--- src/sv/pemidi_pkg.sv ---
`default_nettype none

package pemidi_pkg;

    typedef enum logic [1:0] {
        CMD_BUTTON = 2'd0,
        CMD_JOG    = 2'd1,
        CMD_BROWSE = 2'd2,
        CMD_PITCH  = 2'd3
    } cmd_t;

    typedef enum logic {
        ST_IDLE,
        ST_EMIT
    } state_t;

    localparam int CNT_W        = 5;
    localparam int IDX_W        = 4;
    localparam int BUTTON_COUNT = 14;

    localparam logic [7:0] ST_NOTE_ON_CH1    = 8'h90;
    localparam logic [7:0] ST_NOTE_OFF_CH1   = 8'h80;
    localparam logic [7:0] ST_CC_CH1         = 8'hB0;
    localparam logic [7:0] ST_CC_CH2         = 8'hB1;
    localparam logic [7:0] ST_NOTE_ON_CH3    = 8'h92;
    localparam logic [7:0] ST_NOTE_OFF_CH3   = 8'h82;

    localparam logic [6:0] VEL_FULL     = 7'd127;
    localparam logic [6:0] VEL_ZERO     = 7'd0;
    localparam logic [6:0] JOG_UP       = 7'd65;
    localparam logic [6:0] JOG_DOWN     = 7'd63;
    localparam logic [6:0] BROWSE_UP    = 7'd70;
    localparam logic [6:0] BROWSE_DOWN  = 7'd71;
    localparam logic [6:0] CC_JOG       = 7'd20;
    localparam logic [6:0] CC_PITCH_MSB = 7'd0;
    localparam logic [6:0] CC_PITCH_LSB = 7'd32;

    typedef struct packed {
        logic load;
        logic advance;
    } dp_cmd_t;

    typedef struct packed {
        logic empty;
        logic last;
    } dp_stat_t;

    function automatic logic [6:0] button_note(input logic [3:0] idx);
        logic [6:0] note;
        case (idx)
            4'd0:    note = 7'd63;
            4'd1:    note = 7'd64;
            4'd2:    note = 7'd65;
            4'd3:    note = 7'd66;
            4'd4:    note = 7'd67;
            4'd5:    note = 7'd61;
            4'd6:    note = 7'd60;
            4'd7:    note = 7'd68;
            4'd8:    note = 7'd69;
            4'd9:    note = 7'd70;
            4'd10:   note = 7'd71;
            4'd11:   note = 7'd72;
            4'd12:   note = 7'd62;
            4'd13:   note = 7'd73;
            default: note = 7'd0;
        endcase
        return note;
    endfunction

endpackage

`default_nettype wire

--- src/sv/pemidi_ctrl.sv ---
`default_nettype none

module pemidi_ctrl
    import pemidi_pkg::*;
(
    input  wire logic     clk,
    input  wire logic     rst_n,
    input  wire logic     evt_valid,
    output logic          evt_ready,
    output logic          msg_valid,
    input  wire logic     msg_ready,
    output dp_cmd_t       dp_cmd,
    input  wire dp_stat_t dp_stat
);

    state_t state_reg;
    state_t state_next;

    always_ff @(posedge clk or negedge rst_n)
    begin
        if (!rst_n)
        begin
            state_reg <= ST_IDLE;
        end
        else
        begin
            state_reg <= state_next;
        end
    end

    always_comb
    begin
        state_next = state_reg;
        case (state_reg)
            ST_IDLE:
            begin
                if (evt_valid && !dp_stat.empty)
                begin
                    state_next = ST_EMIT;
                end
            end
            ST_EMIT:
            begin
                if (msg_ready && dp_stat.last)
                begin
                    state_next = ST_IDLE;
                end
            end
            default: state_next = ST_IDLE;
        endcase
    end

    always_comb
    begin
        evt_ready      = 1'b0;
        msg_valid      = 1'b0;
        dp_cmd.load    = 1'b0;
        dp_cmd.advance = 1'b0;
        case (state_reg)
            ST_IDLE:
            begin
                evt_ready   = 1'b1;
                dp_cmd.load = evt_valid;
            end
            ST_EMIT:
            begin
                msg_valid      = 1'b1;
                dp_cmd.advance = msg_ready;
            end
            default:
            begin
                evt_ready = 1'b0;
            end
        endcase
    end

endmodule

`default_nettype wire

--- src/sv/pemidi_dp.sv ---
`default_nettype none

module pemidi_dp
    import pemidi_pkg::*;
#(
    parameter int MAX_BURST = 8
)
(
    input  wire logic        clk,
    input  wire dp_cmd_t     dp_cmd,
    output dp_stat_t         dp_stat,
    input  wire logic [1:0]  cmd,
    input  wire logic [3:0]  button_index,
    input  wire logic signed [15:0] event_value,
    output logic [7:0]       status_byte,
    output logic [6:0]       data_one,
    output logic [6:0]       data_two,
    output logic             last_message
);

    cmd_t             cmd_reg;
    logic [6:0]       note_reg;
    logic             pos_reg;
    logic             pressed_reg;
    logic [13:0]      pitch_reg;
    logic [CNT_W-1:0] total_reg;
    logic [IDX_W-1:0] idx_reg;

    logic [15:0]      mag;
    logic [IDX_W-1:0] ticks;
    logic [CNT_W-1:0] total_next;
    logic             positive;
    logic [6:0]       browse_note;

    always_comb
    begin
        mag      = event_value[15] ? (~event_value + 16'd1) : event_value;
        ticks    = (mag > 16'(MAX_BURST)) ? IDX_W'(MAX_BURST) : mag[IDX_W-1:0];
        positive = (event_value != 16'sd0) && !event_value[15];
        case (cmd_t'(cmd))
            CMD_BUTTON: total_next = (button_index < 4'(BUTTON_COUNT)) ? CNT_W'(1) : '0;
            CMD_JOG:    total_next = {1'b0, ticks};
            CMD_BROWSE: total_next = {ticks, 1'b0};
            CMD_PITCH:  total_next = CNT_W'(2);
            default:    total_next = '0;
        endcase
    end

    assign dp_stat.empty = (total_next == '0);
    assign dp_stat.last  = ({1'b0, idx_reg} == (total_reg - CNT_W'(1)));

    always_ff @(posedge clk)
    begin
        if (dp_cmd.load)
        begin
            cmd_reg     <= cmd_t'(cmd);
            note_reg    <= button_note(button_index);
            pos_reg     <= positive;
            pressed_reg <= (event_value != 16'sd0);
            pitch_reg   <= event_value[13:0];
            total_reg   <= total_next;
            idx_reg     <= '0;
        end
        else if (dp_cmd.advance)
        begin
            idx_reg <= idx_reg + IDX_W'(1);
        end
    end

    assign browse_note = pos_reg ? BROWSE_UP : BROWSE_DOWN;

    always_comb
    begin
        case (cmd_reg)
            CMD_BUTTON:
            begin
                status_byte = pressed_reg ? ST_NOTE_ON_CH1 : ST_NOTE_OFF_CH1;
                data_one    = note_reg;
                data_two    = pressed_reg ? VEL_FULL : VEL_ZERO;
            end
            CMD_JOG:
            begin
                status_byte = ST_CC_CH2;
                data_one    = CC_JOG;
                data_two    = pos_reg ? JOG_UP : JOG_DOWN;
            end
            CMD_BROWSE:
            begin
                status_byte = idx_reg[0] ? ST_NOTE_OFF_CH3 : ST_NOTE_ON_CH3;
                data_one    = browse_note;
                data_two    = idx_reg[0] ? VEL_ZERO : VEL_FULL;
            end
            CMD_PITCH:
            begin
                status_byte = ST_CC_CH1;
                data_one    = idx_reg[0] ? CC_PITCH_LSB : CC_PITCH_MSB;
                data_two    = idx_reg[0] ? pitch_reg[6:0] : pitch_reg[13:7];
            end
            default:
            begin
                status_byte = ST_CC_CH1;
                data_one    = VEL_ZERO;
                data_two    = VEL_ZERO;
            end
        endcase
        last_message = dp_stat.last;
    end

endmodule

`default_nettype wire

--- src/sv/panel_event_to_midi_encoder.sv ---
// Panel event to MIDI encoder.
// The event channel (evt_valid, evt_ready, cmd, button_index, event_value) takes one
// control-panel event; the message channel (msg_valid, msg_ready, status_byte,
// data_one, data_two, last_message) returns its run of three-byte MIDI messages.
// An event is taken only while the block is idle. The first message is offered
// in the cycle after the event is accepted and each further message in the cycle
// after the previous one is taken; a browse burst of MAX_BURST ticks gives twice
// MAX_BURST messages. The message counter in the datapath, stepped once per
// delivered message, marks the end of the run.
// An event that gives no messages (a button index of 14 or more, or zero ticks)
// is consumed in its accept cycle and the block is ready again at once.
// last_message marks the final message of each run.
// When the receiver holds msg_ready low the current message is held unchanged and
// no new event is accepted until the run has been delivered.
// Reset returns the controller to idle and drops msg_valid; no run survives it.
`default_nettype none

module panel_event_to_midi_encoder
    import pemidi_pkg::*;
#(
    parameter int MAX_BURST = 8
)
(
    input  wire logic        clk,
    input  wire logic        rst_n,
    input  wire logic        evt_valid,
    output logic             evt_ready,
    input  wire logic [1:0]  cmd,
    input  wire logic [3:0]  button_index,
    input  wire logic signed [15:0] event_value,
    output logic             msg_valid,
    input  wire logic        msg_ready,
    output logic [7:0]       status_byte,
    output logic [6:0]       data_one,
    output logic [6:0]       data_two,
    output logic             last_message
);

    dp_cmd_t  dp_cmd;
    dp_stat_t dp_stat;

    pemidi_ctrl u_ctrl (
        .clk       (clk),
        .rst_n     (rst_n),
        .evt_valid (evt_valid),
        .evt_ready (evt_ready),
        .msg_valid (msg_valid),
        .msg_ready (msg_ready),
        .dp_cmd    (dp_cmd),
        .dp_stat   (dp_stat)
    );

    pemidi_dp #(
        .MAX_BURST (MAX_BURST)
    ) u_dp (
        .clk          (clk),
        .dp_cmd       (dp_cmd),
        .dp_stat      (dp_stat),
        .cmd          (cmd),
        .button_index (button_index),
        .event_value  (event_value),
        .status_byte  (status_byte),
        .data_one     (data_one),
        .data_two     (data_two),
        .last_message (last_message)
    );

    a_no_accept_while_busy: assert property (@(posedge clk) disable iff (!rst_n)
        (evt_valid && evt_ready) |-> !msg_valid)
        else $error("event accepted while a run is in progress");

    a_idle_after_last: assert property (@(posedge clk) disable iff (!rst_n)
        (msg_valid && msg_ready && last_message) |=> !msg_valid)
        else $error("message offered after the final one of a run");

    a_run_continues: assert property (@(posedge clk) disable iff (!rst_n)
        (msg_valid && msg_ready && !last_message) |=> msg_valid)
        else $error("run ended without a final message");

    a_status_bit: assert property (@(posedge clk) disable iff (!rst_n)
        msg_valid |-> status_byte[7])
        else $error("status byte without its top bit");

endmodule

`default_nettype wire
--- config.mk ---
export PLATFORM = sky130hd
export DESIGN_NAME = panel_event_to_midi_encoder
export DESIGN_NICKNAME = d
export VERILOG_FILES = /design/src/sv/pemidi_pkg.sv /design/src/sv/pemidi_ctrl.sv /design/src/sv/pemidi_dp.sv /design/src/sv/panel_event_to_midi_encoder.sv
export SDC_FILE = /design/constraint.sdc
export NUM_CORES = 1
export LEC_CHECK = 0
export BUFFER_PORTS_ARGS = -buffer_cell sky130_fd_sc_hd__buf_2
export CORE_MARGIN = 10
export CORE_UTILIZATION = 55
export DETAILED_ROUTE_END_ITERATION = 6
export GPL_TIMING_DRIVEN = 0
export PLACE_DENSITY = 0.77
export SLEW_MARGIN = 20
export SYNTH_ARGS = -nofsm -noshare
export SYNTH_HDL_FRONTEND = slang
export SYNTH_SLANG_ARGS = --single-unit
export TNS_END_PERCENT = 50
--- constraint.sdc ---
create_clock -name clk -period 2.9 [get_ports clk]
set_clock_uncertainty 0.1 [all_clocks]
set_input_delay 0.29 -clock clk [delete_from_list [all_inputs] [get_ports clk]]
set_output_delay 0.29 -clock clk [all_outputs]
set_load 0.1 [all_outputs]
---- Word-level counts from Yosys, hierarchy flattened ----
Memory sizes are Yosys's and may differ from the RTL's. A register that Yosys moved wholly into a read port is not among the register bits.
Cells that the tools add are included.
cells by class
  muxes and demuxes ....................... 22
  equality and inequality tests ........... 7
  magnitude comparators ................... 2
  add/subtract/negate cells ............... 3
  bitwise logic cells ..................... 2
  reduce and logical (&&, ||, !) cells .... 9
operator list
  operator                                                                           number
  7-bit case mux with 4 select lines                                                 2
  8-bit case mux with 4 select lines                                                 1
  7-bit 2-to-1 mux                                                                   4
  5-bit case mux with 4 select lines                                                 1
  16-bit by 1-bit adder with 16-bit output (second input constant)                   1
  16-bit by 4-bit greater-than comparator with 1-bit output (second input constant)  1
  16-bit 2-to-1 mux                                                                  1
  16-bit NOT                                                                         1
  16-bit nonzero test                                                                1
  5-bit 2-to-1 mux                                                                   2
  2-bit == test (second input constant)                                              4
  1-bit 2-to-1 mux                                                                   8
  6-bit 2-to-1 mux                                                                   1
  4-bit by 5-bit == test with 1-bit output                                           1
  5-bit zero test                                                                    1
  5-bit by 1-bit subtractor with 5-bit output (second input constant)                1
  4-bit by 1-bit adder with 4-bit output (second input constant)                     1
  2-bit by 1-bit == test with 1-bit output (second input constant)                   2
  2-bit zero test                                                                    2
  4-bit < comparator (second input constant)                                         1
  4-bit 2-to-1 mux                                                                   1
  1-bit logical AND                                                                  3
  1-bit zero test                                                                    2
  1-bit case mux with 2 select lines                                                 1
  1-bit NOT                                                                          1
word-level totals
  logic and storage cells ................. 53
  memories ................................ 1
  input port bits ......................... 26
  memory bits (read-only) ................. 112
  bits in registers ....................... 28
  output and inout bits ................... 25
memory list
  memory           depth  bits a word  rd ports  clocked after memory_dff  write ports  line              RTL
  (no name shown)  16     7            1         1                         0            pemidi_pkg.sv:50  case (idx)

---- Depth between registers and ports, before layout ----
Gate-level depths: netlist (run 1).
  depth in word-level cells ............... 11
  depth in mapped cells ................... 10
  mapped depth without buffers ............ 9

---- Cells and area by module ----
Synthesis (run 1) repeated with hierarchy kept, for this count alone.
unflattened totals
  cells, all modules ...................... 252
  area total of the unflattened synthesis .. 2401.1 um^2
modules (own cells, without submodules)
  module       area an instance (um^2)  sequential area each (um^2)  times used  cells each
  pemidi_dp    2334.7                   950.9                        1           245
  pemidi_ctrl  66.3                     25.0                         1           7

---- Worst setup path before layout (run 1) ----
Ideal clock, no wire load.
  path type ............................... reg-to-output
  from .................................... register u_dp.cmd_reg[0]
  to ...................................... output status_byte[4]
  data arrival time ....................... 3.809 ns
  cell stages (with the launch flop) ...... 6
  required time ........................... 2.510 ns
  path slack .............................. -1.299 ns
  path buffers ............................ 0
  cell sequence ........................... edfxtp_1 -> inv_1 -> ha_1 -> nor2b_1 -> nor3_1 -> o21ai_0
on the way
  longest elaborated chain between the ends .. 2
  elaborated cells on any way between the ends .. 5
  classes of those cells .................. eq/ne (3); mux (1); reduce/logical (1)
RTL lines
  what                                         line                               RTL
  start, declared                              pemidi_dp.sv:21                    cmd_t cmd_reg;
  start signal, assigned                       pemidi_dp.sv:56                    cmd_reg <= cmd_t'(cmd);
  2-bit == test, or another cell as far along  pemidi_dp.sv:74                    case (cmd_reg)
  8-bit case mux with 4 select lines *         pemidi_dp.sv:74
  end, declared                                panel_event_to_midi_encoder.sv:33  output logic [7:0] status_byte,
Every way passes the cells marked *; elsewhere a longest branch is shown, timed or not. The select of a mux whose other input is x is not followed.

---- Worst setup path after layout (run 1) ----
  from .................................... register u_dp.cmd_reg[1]
  to ...................................... output data_two[6]
on the way
  longest elaborated chain between the ends .. 2
  elaborated cells on any way between the ends .. 5
  classes of those cells .................. eq/ne (3); mux (1); reduce/logical (1)
RTL lines
  what                                         line                               RTL
  2-bit == test, or another cell as far along  pemidi_dp.sv:74
  7-bit case mux with 4 select lines *         pemidi_dp.sv:74
  end, declared                                panel_event_to_midi_encoder.sv:35  output logic [6:0] data_two,
Every way passes the cells marked *; elsewhere a longest branch is shown, timed or not.

==> metrics.md, run 1 <==
| Metric | Value |
|---|---|
| Fin Setup TNS | 0 ps |
| Worst Hold Endpoint | u_dp.pitch_reg[2] |
| Initial antenna violation count | 0 |
| Ys flop type | edfxtp_1 |
| Max cap viols | 0 |
| Worst EP arrival | 2270 ps |
| DIE AREA | 7710 sq um |
| Syn_area_per_cell | 9.16 sq um |
| Worst r2r dst | u_ctrl.state_reg |
| CTS tree | yes |
| Worst Hold Class | in -> reg |
| First-pass GRT wire length | 10,200 um |
| RSZ-0062 raised after global routing | false |
| Worst-path cell chain | inv_1 -> ha_1 -> clkbuf_1 -> a211oi_1 -> a21oi_4 -> buf_2 |
| Transition time of the tightest slew-check pin | 761 ps |
| Proportion of layout cells with a drive suffix above 1 | 28.8% |
| Clk root buf | clkbuf_8 |
| Post-synth cell types | 62 |
| Row count | 24 |
| Wire length per cell | 15.9 um |
| Status | finished, final reports clean |
| CORE AREA | 4410 sq um |
| Post-synthesis to final-layout area growth | 18.6% |
| Global route overflow | 0 |
| Async S/R FF share, synth | 2.94% |
| DR vias/cell | 5.83 |
| Hold_sp | event_value[2] |
| Fmax | 376 MHz |
| DRC | 0 |
| Number of flops mapped to enable cells by yosys | 29 |
| Global Route Usage Sum | 16.0% |
| Post-Syn Instances | 276 |
| Mapped cell area | 2530 sq um |
| Largest stage delay on the critical path | 440 ps |
| HPWL Detailed | 4840 um |
| PwrDens | 737 nW/um^2 |
| Final Max Tran Viols | 0 |
| Port bufs | 45 |
| Worst-skew pair later-pin latency | 270 ps |
| Clock period minus worst slack | 2660 ps |
| Fin crit share | 91.6% |
| DRT Pass-1 Iters | 4 |
| Largest delay share family, worst path | buffers and inverters |
| Via count | 2,244 |
| Io pins | 51 |
| H-tree depth | 2 |
| Ant diodes | 0 |
| Nets | 370 |
| Final setup fails | 0 |
| Worst-path maximum fanout | 10 |
| WP buf/inv | 3 |
| DR iter-0 viols | 93 |
| Critical path class | reg -> out |
| Post-CTS Setup Repair Bufs | 0 |
| Num CTS Buffers | 5 |
| Sequential share of the synthesized area | 38.6% |
| Req. time, crit path | 2510 ps |
| Static Leak | 1.22 nW |
| Global placement routability congestion | 0.932 |
| FF-to-FF setup slack | 740 ps |
| FILL cells | 369 |
| Max FFs per register | 14 |
| Slew margin rel. | 49.2% |
| CTS sink cnt | 34 |
| Largest net degree at the start of global routing | 27 |
| Initial Util | 57.3% |
| Hold Path Cell Cnt | 1 |
| Final WL | 6110 um |
| Die H | 87.8 um |
| Final Hold Violating Endpoints | 0 |
| Setup crit end kind | output port |
| Vias in the first global route | 2,172 |
| Ys Warns | 0 |
| Worst R2R Start | u_dp.total_reg[0] |
| Clk pin slew, worst setup/hold paths | 70 ps |
| Die width | 87.8 um |
| Total Power Consumption | 2.21 mW |
| Remaining antenna violation count after routing | 0 |
| Clock Path Buffers | 2 |
| R2R depth | 9 |
| #FFs+latches synth | 34 |
| Slowest cell on crit path | edfxtp_1 |
| Maximum VDD drop | 0.339 mV |
| Startpoint types | flop |
[how the worst max path moves through the flow]
stage | cells past startpoint | to | slack (ps) | startpoint
after global placement | 2 | u_dp.pitch_reg[2] | 40 | u_ctrl.state_reg
after global routing | 6 | data_two[6] | 70 | u_dp.cmd_reg[1]
after detailed placement | 11 | u_ctrl.state_reg | 120 | event_value[0]
final | 6 | data_two[6] | 240 | u_dp.cmd_reg[1]
after CTS | 6 | data_two[4] | 60 | u_dp.cmd_reg[0]
after floorplan | 4 | status_byte[5] | -220 | u_dp.cmd_reg[1]
[through the flow]
| stage | std cells | instance area [sq um] | setup slack, ps | util [%] | hold slack [ps] |
|---|---|---|---|---|---|
| 2_1_floorplan | 278 | 2580 | -219 | - | -106 |
| 3_3_place_gp | 375 | 2870 | 38.3 | 65.0 | -35.9 |
| 3_5_place_dp | 376 | 2900 | 119 | 65.8 | -34.9 |
| 4_1_cts | 385 | 2990 | 55.9 | 67.8 | 110 |
| 5_1_grt | 385 | 3000 | 66.5 | 67.9 | 107 |
| 6_report | 385 | 3000 | 242 | 67.9 | 114 |
[cell families (layout without fill, tap and decap cells)]
| family | Yosys count | after routing | share of synthesized area [%] |
|---|---|---|---|
| other | 2 | 4 | 0.297 |
| AOI/OAI and AO/OA | 69 | 69 | 18.1 |
| DFF | 34 | 34 | 38.6 |
| xor gates and xnor gates | 9 | 9 | 3.12 |
| adders and majority gates | 12 | 12 | 5.94 |
| buffers and inverters | 32 | 87 | 7.08 |
| muxes | 9 | 9 | 3.91 |
| and+or+nand+nor | 109 | 109 | 23.0 |
[metal layers]
layer  GRT usage, %  part of all wire, %  vias to the layer above  routed length (um)
li1               -                    -                     1112                   -
met1           19.9                   42                     1043                2570
met2           26.6                   49                       77                3000
met3           3.90                  6.9                       12                 424
met4           4.93                  1.9                        0                 115
met5              0                    0                        -                   0
[synth_stat cells, drive strengths merged, types with 7 or more instances]
cell	number	area [sq um]
nand2	30	113
edfxtp	29	871
nor2	23	86.3
a21oi	18	90.1
o21ai	17	88.8
nor3	15	80.1
inv	14	52.6
ha	12	150
buf	10	90.1
nor2b	8	50.1
clkbuf	7	26.3
mux2	7	78.8
[cell type report]
cell class                 instances  area [sq um]  share of cell area [%]
clock inverter                     2          8.76                   0.292
buffer                            18           126                    4.21
timing repair buffer              47           263                    8.76
multi-input combinational        212          1440                    47.9
tap                               52          65.1                    2.17
sequential                        34           976                    32.5
inverter                          14          52.6                    1.75
clock buffer                       6          72.6                    2.42
[what timing repair did]
action,4_1_cts,5_1_grt
endpoints found under the hold margin,1,0
gates resized for setup,0,1
setup endpoints to repair,0,5
hold buffers,1,0
[layout by cell type (no fill, tap or decap), types with 5 or more instances in the layout]
| cell type | synthesis | layout |
|---|---|---|
| edfxtp_1 | 29 | 29 |
| nor2_1 | 23 | 23 |
| buf_4 | 6 | 6 |
| a21oi_1 | 18 | 12 |
| buf_2 | 0 | 45 |
| nor2b_1 | 8 | 7 |
| a31oi_1 | 6 | 6 |
| clkbuf_1 | 7 | 8 |
| mux2_2 | 7 | 7 |
| o21ai_0 | 16 | 13 |
| inv_1 | 14 | 14 |
| ha_1 | 12 | 12 |
| a21oi_2 | 0 | 5 |
| xnor2_1 | 5 | 5 |
| nor3_1 | 14 | 13 |
| clkbuf_8 | 0 | 5 |
| nand2_1 | 30 | 30 |
[report_power, final]
group | total, mW | internal [mW] | switching (mW)
Clock | 0.320 | 0.165 | 0.155
Combinational | 1.20 | 0.303 | 0.893
Sequential | 0.695 | 0.632 | 0.0633
Total | 2.21 | 1.10 | 1.11
No activity file was read; power rests on OpenSTA's default activity.
==> inputs of run 2 (changes only) <==
clock period = 2.6 ns   (was 2.9 ns; I/O delays follow)
==> metrics.md, run 2 (synthesized netlist as in run 1, its figures left out) <==
| Metric | Value |
|---|---|
| Most frequent cells in the layout | buf_2, nand2_1, edfxtp_1 |
| Routed met2 length | 2950 um (-1.6%) |
| PwrDens | 824 nW/um^2 (+12%) |
| DRC | 0 (unchanged) |
| Fmax | 398 MHz |
| Clk pin slew, worst setup/hold paths | 60 ps (about the same) |
| Clock period minus worst slack | 2510 ps |
| Placed cells | 375 (-0.27%) |
| CORE AREA | 4410 sq um (unchanged) |
| Post-CTS Setup Repair Bufs | 0 (unchanged) |
| Clock Path Buffers | 2 (unchanged) |
| Worst EP arrival | 2150 ps (-120 ps) |
| Global Route Usage Sum | 15.7% (-0.25 points) |
| Post-synthesis to final-layout area growth | 21.6% |
| Final worst slack | 86.1 ps (-156 ps) |
| Cell Count, Final, Fillers Out | 384 (-0.26%) |
| Setup crit end kind | output port |
| Vias in the first global route | 2,114 (-2.7%) |
| Max Used Layer | met4 |
| Via count | 2,204 (-1.8%) |
| Row count | 24 (unchanged) |
| Num CTS Buffers | 5 (unchanged) |
| Remaining antenna violation count after routing | 0 (unchanged) |
| Status | finished, final reports clean |
| Ant diodes | 0 (unchanged) |
| Worst R2R Start | u_dp.total_reg[0] |
| Worst Hold Endpoint | u_dp.pitch_reg[3] |
| DRT met1 WL | 2670 um (+3.9%) |
| Initial Util | 57.3% (unchanged) |
| Nets | 369 (-0.27%) |
| DR vias/cell | 5.74 (-1.5%) |
| Clk root buf | clkbuf_8 |
| Final Max Tran Viols | 0 (unchanged) |
| FILL cells | 353 (-4.3%) |
| Met3 wire len | 353 um (-17%) |
| Die width | 87.8 um (unchanged) |
| Worst-path maximum fanout | 5 (-5) |
| R2R depth | 9 (unchanged) |
| HPWL Detailed | 4820 um (-0.46%) |
| DR iter-0 viols | 95 (+2.2%) |
| Setup WS pre-CTS | -167 ps (-286 ps) |
| Die H | 87.8 um (unchanged) |
| Max FFs per register | 14 (unchanged) |
| Port bufs | 45 (unchanged) |
| Startpoint types | flop |
| Slew margin rel. | 46.7% (-2.5 points) |
| CTS tree | yes |
| Proportion of layout cells with a drive suffix above 1 | 30.4% (+1.6 points) |
| Worst Hold Class | in -> reg |
| FF-to-FF setup slack | 440 ps (-300 ps) |
| Final setup fails | 0 (unchanged) |
| Final Hold Violating Endpoints | 0 (unchanged) |
| Maximum VDD drop | 0.391 mV (+15%) |
| Initial antenna violation count | 0 (unchanged) |
| Leading cell type in the layout, fill and taps excluded | buf_2 |
| Global route overflow | 0 (unchanged) |
| Fin crit share | 96.7% |
| DRT Pass-1 Iters | 4 (unchanged) |
| Wire length per cell | 15.9 um (+0.33%) |
| Final WL | 6110 um (about the same) |
| H-tree depth | 2 (unchanged) |
| First-pass GRT wire length | 9830 um (-3.6%) |
| Static Leak | 1.23 nW (+0.96%) |
| Max cap viols | 0 (unchanged) |
| DIE AREA | 7710 sq um (unchanged) |
| Hold_sp | event_value[3] |
| Hold Path Cell Cnt | 1 (unchanged) |
| Largest net degree at the start of global routing | 30 (+11%) |
| Worst-skew pair later-pin latency | 280 ps (about the same) |
| Worst r2r dst | u_ctrl.state_reg |
| Req. time, crit path | 2240 ps (-270 ps) |
| RSZ-0062 raised after global routing | false |
| Global placement routability congestion | 0.919 (-1.4%) |
| CTS sink cnt | 34 (unchanged) |
| Io pins | 51 (unchanged) |
| Critical path class | reg -> out |
| Transition time of the tightest slew-check pin | 798 ps (+37.3 ps) |
-- run 2: worst max-delay path, stage by stage (launching register included) --
cell	delay, ps
edfxtp_1	450
inv_1	110
ha_2	230
nor2b_1	350
nor3_4	160
a21oi_4	140
buf_2	430
-- run 2: metal layers --
metal  up-vias  GRT usage, %
li1       1110             -
met1      1022          19.0
met2        60          26.5
met3        12          3.16
met4         0          6.96
met5         -             0
-- run 2: worst max path at each step --
stage,startpoint,endpoint,slack (ps),depth (start not counted)
floorplan,u_dp.total_reg[0],u_ctrl.state_reg,-5,9
CTS,u_dp.cmd_reg[1],data_one[4],20,6
finish,u_dp.cmd_reg[0],data_two[1],90,6
global route,u_dp.cmd_reg[0],data_two[1],1,6
global placement,event_value[0],u_ctrl.state_reg,-170,11
detailed placement,event_value[0],u_dp.total_reg[3],-170,11
-- run 2: what timing repair did --
item | CTS | global route
hold buffers | 1 | 0
pin swaps | 0 | 0
endpoints found under the setup margin | 8 | 15
gates resized for setup | 5 | 8
hold endpoints to repair | 1 | 0
-- run 2: power breakdown --
| part | switching (mW) | internal [mW] | leakage, nW |
|---|---|---|---|
| sequential | 0.0703 | 0.706 | 0.304 |
| clock | 0.176 | 0.216 | 0.0455 |
| combinational | 1.01 | 0.357 | 0.881 |
-- run 2: layout make-up --
type	instances	area (sq um)	share of cell area [%]
buffer	18	128	4.15
timing repair buffer	46	253	8.22
multi-input combinational	212	1510	49.1
tap	52	65.1	2.12
inverter	14	52.6	1.71
sequential	34	976	31.7
clock buffer	8	90.1	2.93
-- run 2: through the flow --
step           utilization, %  setup TNS, ps  power [mW]  instance area, sq um  hold slack [ps]
4_1_cts                  69.2              0        2.53                  3060             72.1
3_5_place_dp             66.6           -537        2.13                  2940            -63.2
2_1_floorplan               -          -4.75        1.90                  2650             -136
6_report                 69.7              0        2.53                  3080             74.5
5_1_grt                  69.7              0        2.66                  3080             73.6
3_3_place_gp             66.5           -516        2.11                  2940            -65.7
==> inputs of run 3 (changes only) <==
RECOVER_POWER = 100   (was default)
==> metrics.md, run 3 (synthesized netlist as in run 1, its figures left out) <==
| Metric | Value |
|---|---|
| H-tree depth | 2 (unchanged) |
| DRT Pass-1 Iters | 4 (unchanged) |
| Fmax | 399 MHz (+0.22%) |
| Transition time of the tightest slew-check pin | 1390 ps (+592 ps) |
| R2R depth | 2 (-7) |
| Slowest cell on crit path | edfxtp_1 |
| Final WL | 6090 um (-0.36%) |
| Final Hold Violating Endpoints | 0 (unchanged) |
| Cell Area, Placed | 2940 sq um (unchanged) |
| Post-synthesis to final-layout area growth | 20.1% |
| Proportion of layout cells with a drive suffix above 1 | 24.1% (-6.3 points) |
| First-pass GRT wire length | 9830 um (unchanged) |
| Max FFs per register | 14 (unchanged) |
| Row count | 24 (unchanged) |
| DIE AREA | 7710 sq um (unchanged) |
| Clk pin slew, worst setup/hold paths | 60 ps (about the same) |
| Final Max Tran Viols | 0 (unchanged) |
| Slew margin rel. | 6.93% (-40 points) |
| Largest stage delay on the critical path | 450 ps (about the same) |
| HPWL Detailed | 4820 um (unchanged) |
| Met3 wire len | 375 um (+6.2%) |
| Largest delay share family, worst path | buffers and inverters |
| PwrDens | 826 nW/um^2 (+0.29%) |
| Maximum VDD drop | 0.368 mV (-5.9%) |
| Worst-path cell chain | inv_1 -> ha_2 -> nor2b_1 -> nor3_4 -> a21oi_4 -> buf_2 |
| WP buf/inv | 2 (unchanged) |
| Io pins | 51 (unchanged) |
| Req. time, crit path | 2240 ps (about the same) |
| Nets | 369 (unchanged) |
| Worst R2R Start | u_ctrl.state_reg |
| Wire length per cell | 15.9 um (-0.36%) |
| CTS sink cnt | 34 (unchanged) |
| Remaining antenna violation count after routing | 0 (unchanged) |
| Port bufs | 45 (unchanged) |
| Clock power frac | 15.6% (about the same) |
| DR iter-0 viols | 100 (+5.3%) |
| Sw power | 1.25 mW (-0.28%) |
| Max cap viols | 0 (unchanged) |
| Die H | 87.8 um (unchanged) |
| Most frequent cells in the layout | nand2_1, clkbuf_1, edfxtp_1 |
| Num CTS Buffers | 5 (unchanged) |
| RSZ-0062 raised after global routing | false |
| Logic gate share of total power | 53.5% (-0.4 points) |
| Initial Util | 57.3% (unchanged) |
| Ant diodes | 0 (unchanged) |
| Clock period minus worst slack | 2510 ps (-5.53 ps) |
| FILL cells | 366 (+3.7%) |
| Worst Hold Class | in -> reg |
| Startpoint types | flop |
| Clock Path Buffers | 2 (unchanged) |
| CORE AREA | 4410 sq um (unchanged) |
| Worst-path maximum fanout | 5 (unchanged) |
| Setup crit end kind | output port |
| Status | finished, final reports clean |
| FF-to-FF setup slack | 410 ps (-30 ps) |
| DRC | 0 (unchanged) |
| Worst r2r dst | u_dp.pressed_reg |
| Int Pwr | 1.26 mW (-1.6%) |
| Initial antenna violation count | 0 (unchanged) |
| Worst EP arrival | 2150 ps (about the same) |
| CTS tree | yes |
| Largest net degree at the start of global routing | 30 (unchanged) |
| Global route overflow | 0 (unchanged) |
| Register share of total power | 31.0% (+0.3 points) |
| Hold Path Cell Cnt | 1 (unchanged) |
| DRT met1 WL | 2640 um (-1.2%) |
| Worst-skew pair later-pin latency | 280 ps (about the same) |
| DR vias/cell | 5.73 (-0.23%) |
| Max Used Layer | met4 |
| Global Route Usage Sum | 15.7% (unchanged) |
| Fin crit share | 96.5% (-0.21 points) |
| Routed met2 length | 2950 um (+0.17%) |
| Worst Hold Endpoint | u_dp.pitch_reg[3] |
| Global placement routability congestion | 0.919 (unchanged) |
| Total Power Consumption | 2.51 mW (-0.93%) |
| Via count | 2,199 (-0.23%) |
| Leading cell type in the layout, fill and taps excluded | nand2_1 |
| Vias in the first global route | 2,114 (unchanged) |
| Die width | 87.8 um (unchanged) |
| Sw Share | 49.8% (+0.33 points) |
| Hold_sp | event_value[3] |
| Clk root buf | clkbuf_8 |
| Critical path class | reg -> out |
| Final setup fails | 0 (unchanged) |
| Final Instance Area | 3040 sq um (-1.2%) |
| Static Leak | 1.17 nW (-5.3%) |
run 3: cell types whose count changed in the layout (fill, tap and decap cells not counted), sizes merged:
cell | before | now
clkbuf | 19 | 45
buf | 51 | 25
run 3: worst max-delay path by stage:
stage                     cells past startpoint  slack, ps                end              start
after global routing                          6          1        data_two[1]    u_dp.cmd_reg[0]
after detailed placement                     11       -170  u_dp.total_reg[3]     event_value[0]
final                                         6         90        data_two[1]    u_dp.cmd_reg[0]
after CTS                                     6         20        data_one[4]    u_dp.cmd_reg[1]
after global placement                       11       -170   u_ctrl.state_reg     event_value[0]
after floorplan                               9         -5   u_ctrl.state_reg  u_dp.total_reg[0]
run 3: stage by stage:
stage          worst slack, ps  instances  utilization (%)  hold WS (ps)  setup TNS (ps)
2_1_floorplan            -4.75        278                -          -136           -4.75
3_3_place_gp              -173        375             66.5         -65.7            -516
3_5_place_dp              -167        375             66.6         -63.2            -537
4_1_cts                   20.5        384             69.2          72.1               0
5_1_grt                   1.20        384             68.8           109               0
6_report                  91.6        384             68.8           104               0
run 3: layout make-up:
class | instances | area [sq um] | area share [%]
tap | 52 | 65.1 | 2.14
inverter | 14 | 52.6 | 1.73
clock buffer | 8 | 90.1 | 2.97
timing repair buffer | 46 | 228 | 7.50
buffer | 18 | 120 | 3.95
multi-input combinational | 212 | 1510 | 49.6
sequential | 34 | 976 | 32.1
run 3: worst register-to-register path, cell delays in order (launching register included):
cell and delay, ps:
dfrtp_1 380, clkbuf_1 210, nor2b_2 1100
run 3: per-layer routing:
| layer | GRT usage, % | vias to the layer above |
|---|---|---|
| li1 | - | 1108 |
| met1 | 19.0 | 1012 |
| met2 | 26.5 | 69 |
| met3 | 3.16 | 10 |
| met4 | 6.96 | 0 |
| met5 | 0 | - |
run 3: power by group through the flow:
stage	logic, mW	clock network, mW	registers [mW]
2_1_floorplan	1.08	0	0.818
3_3_place_gp	1.33	0	0.784
3_5_place_dp	1.34	0	0.788
4_1_cts	1.36	0.397	0.776
5_1_grt	1.42	0.424	0.790
6_report	1.34	0.391	0.777
run 3: timing repair:
item | 4_1_cts | 5_1_grt
endpoints found under the hold margin | 1 | 0
pin swaps | 0 | 0
resized for setup | 5 | 8
hold buffers | 1 | 0
endpoints found under the setup margin | 8 | 15
setup buffers | 0 | 0
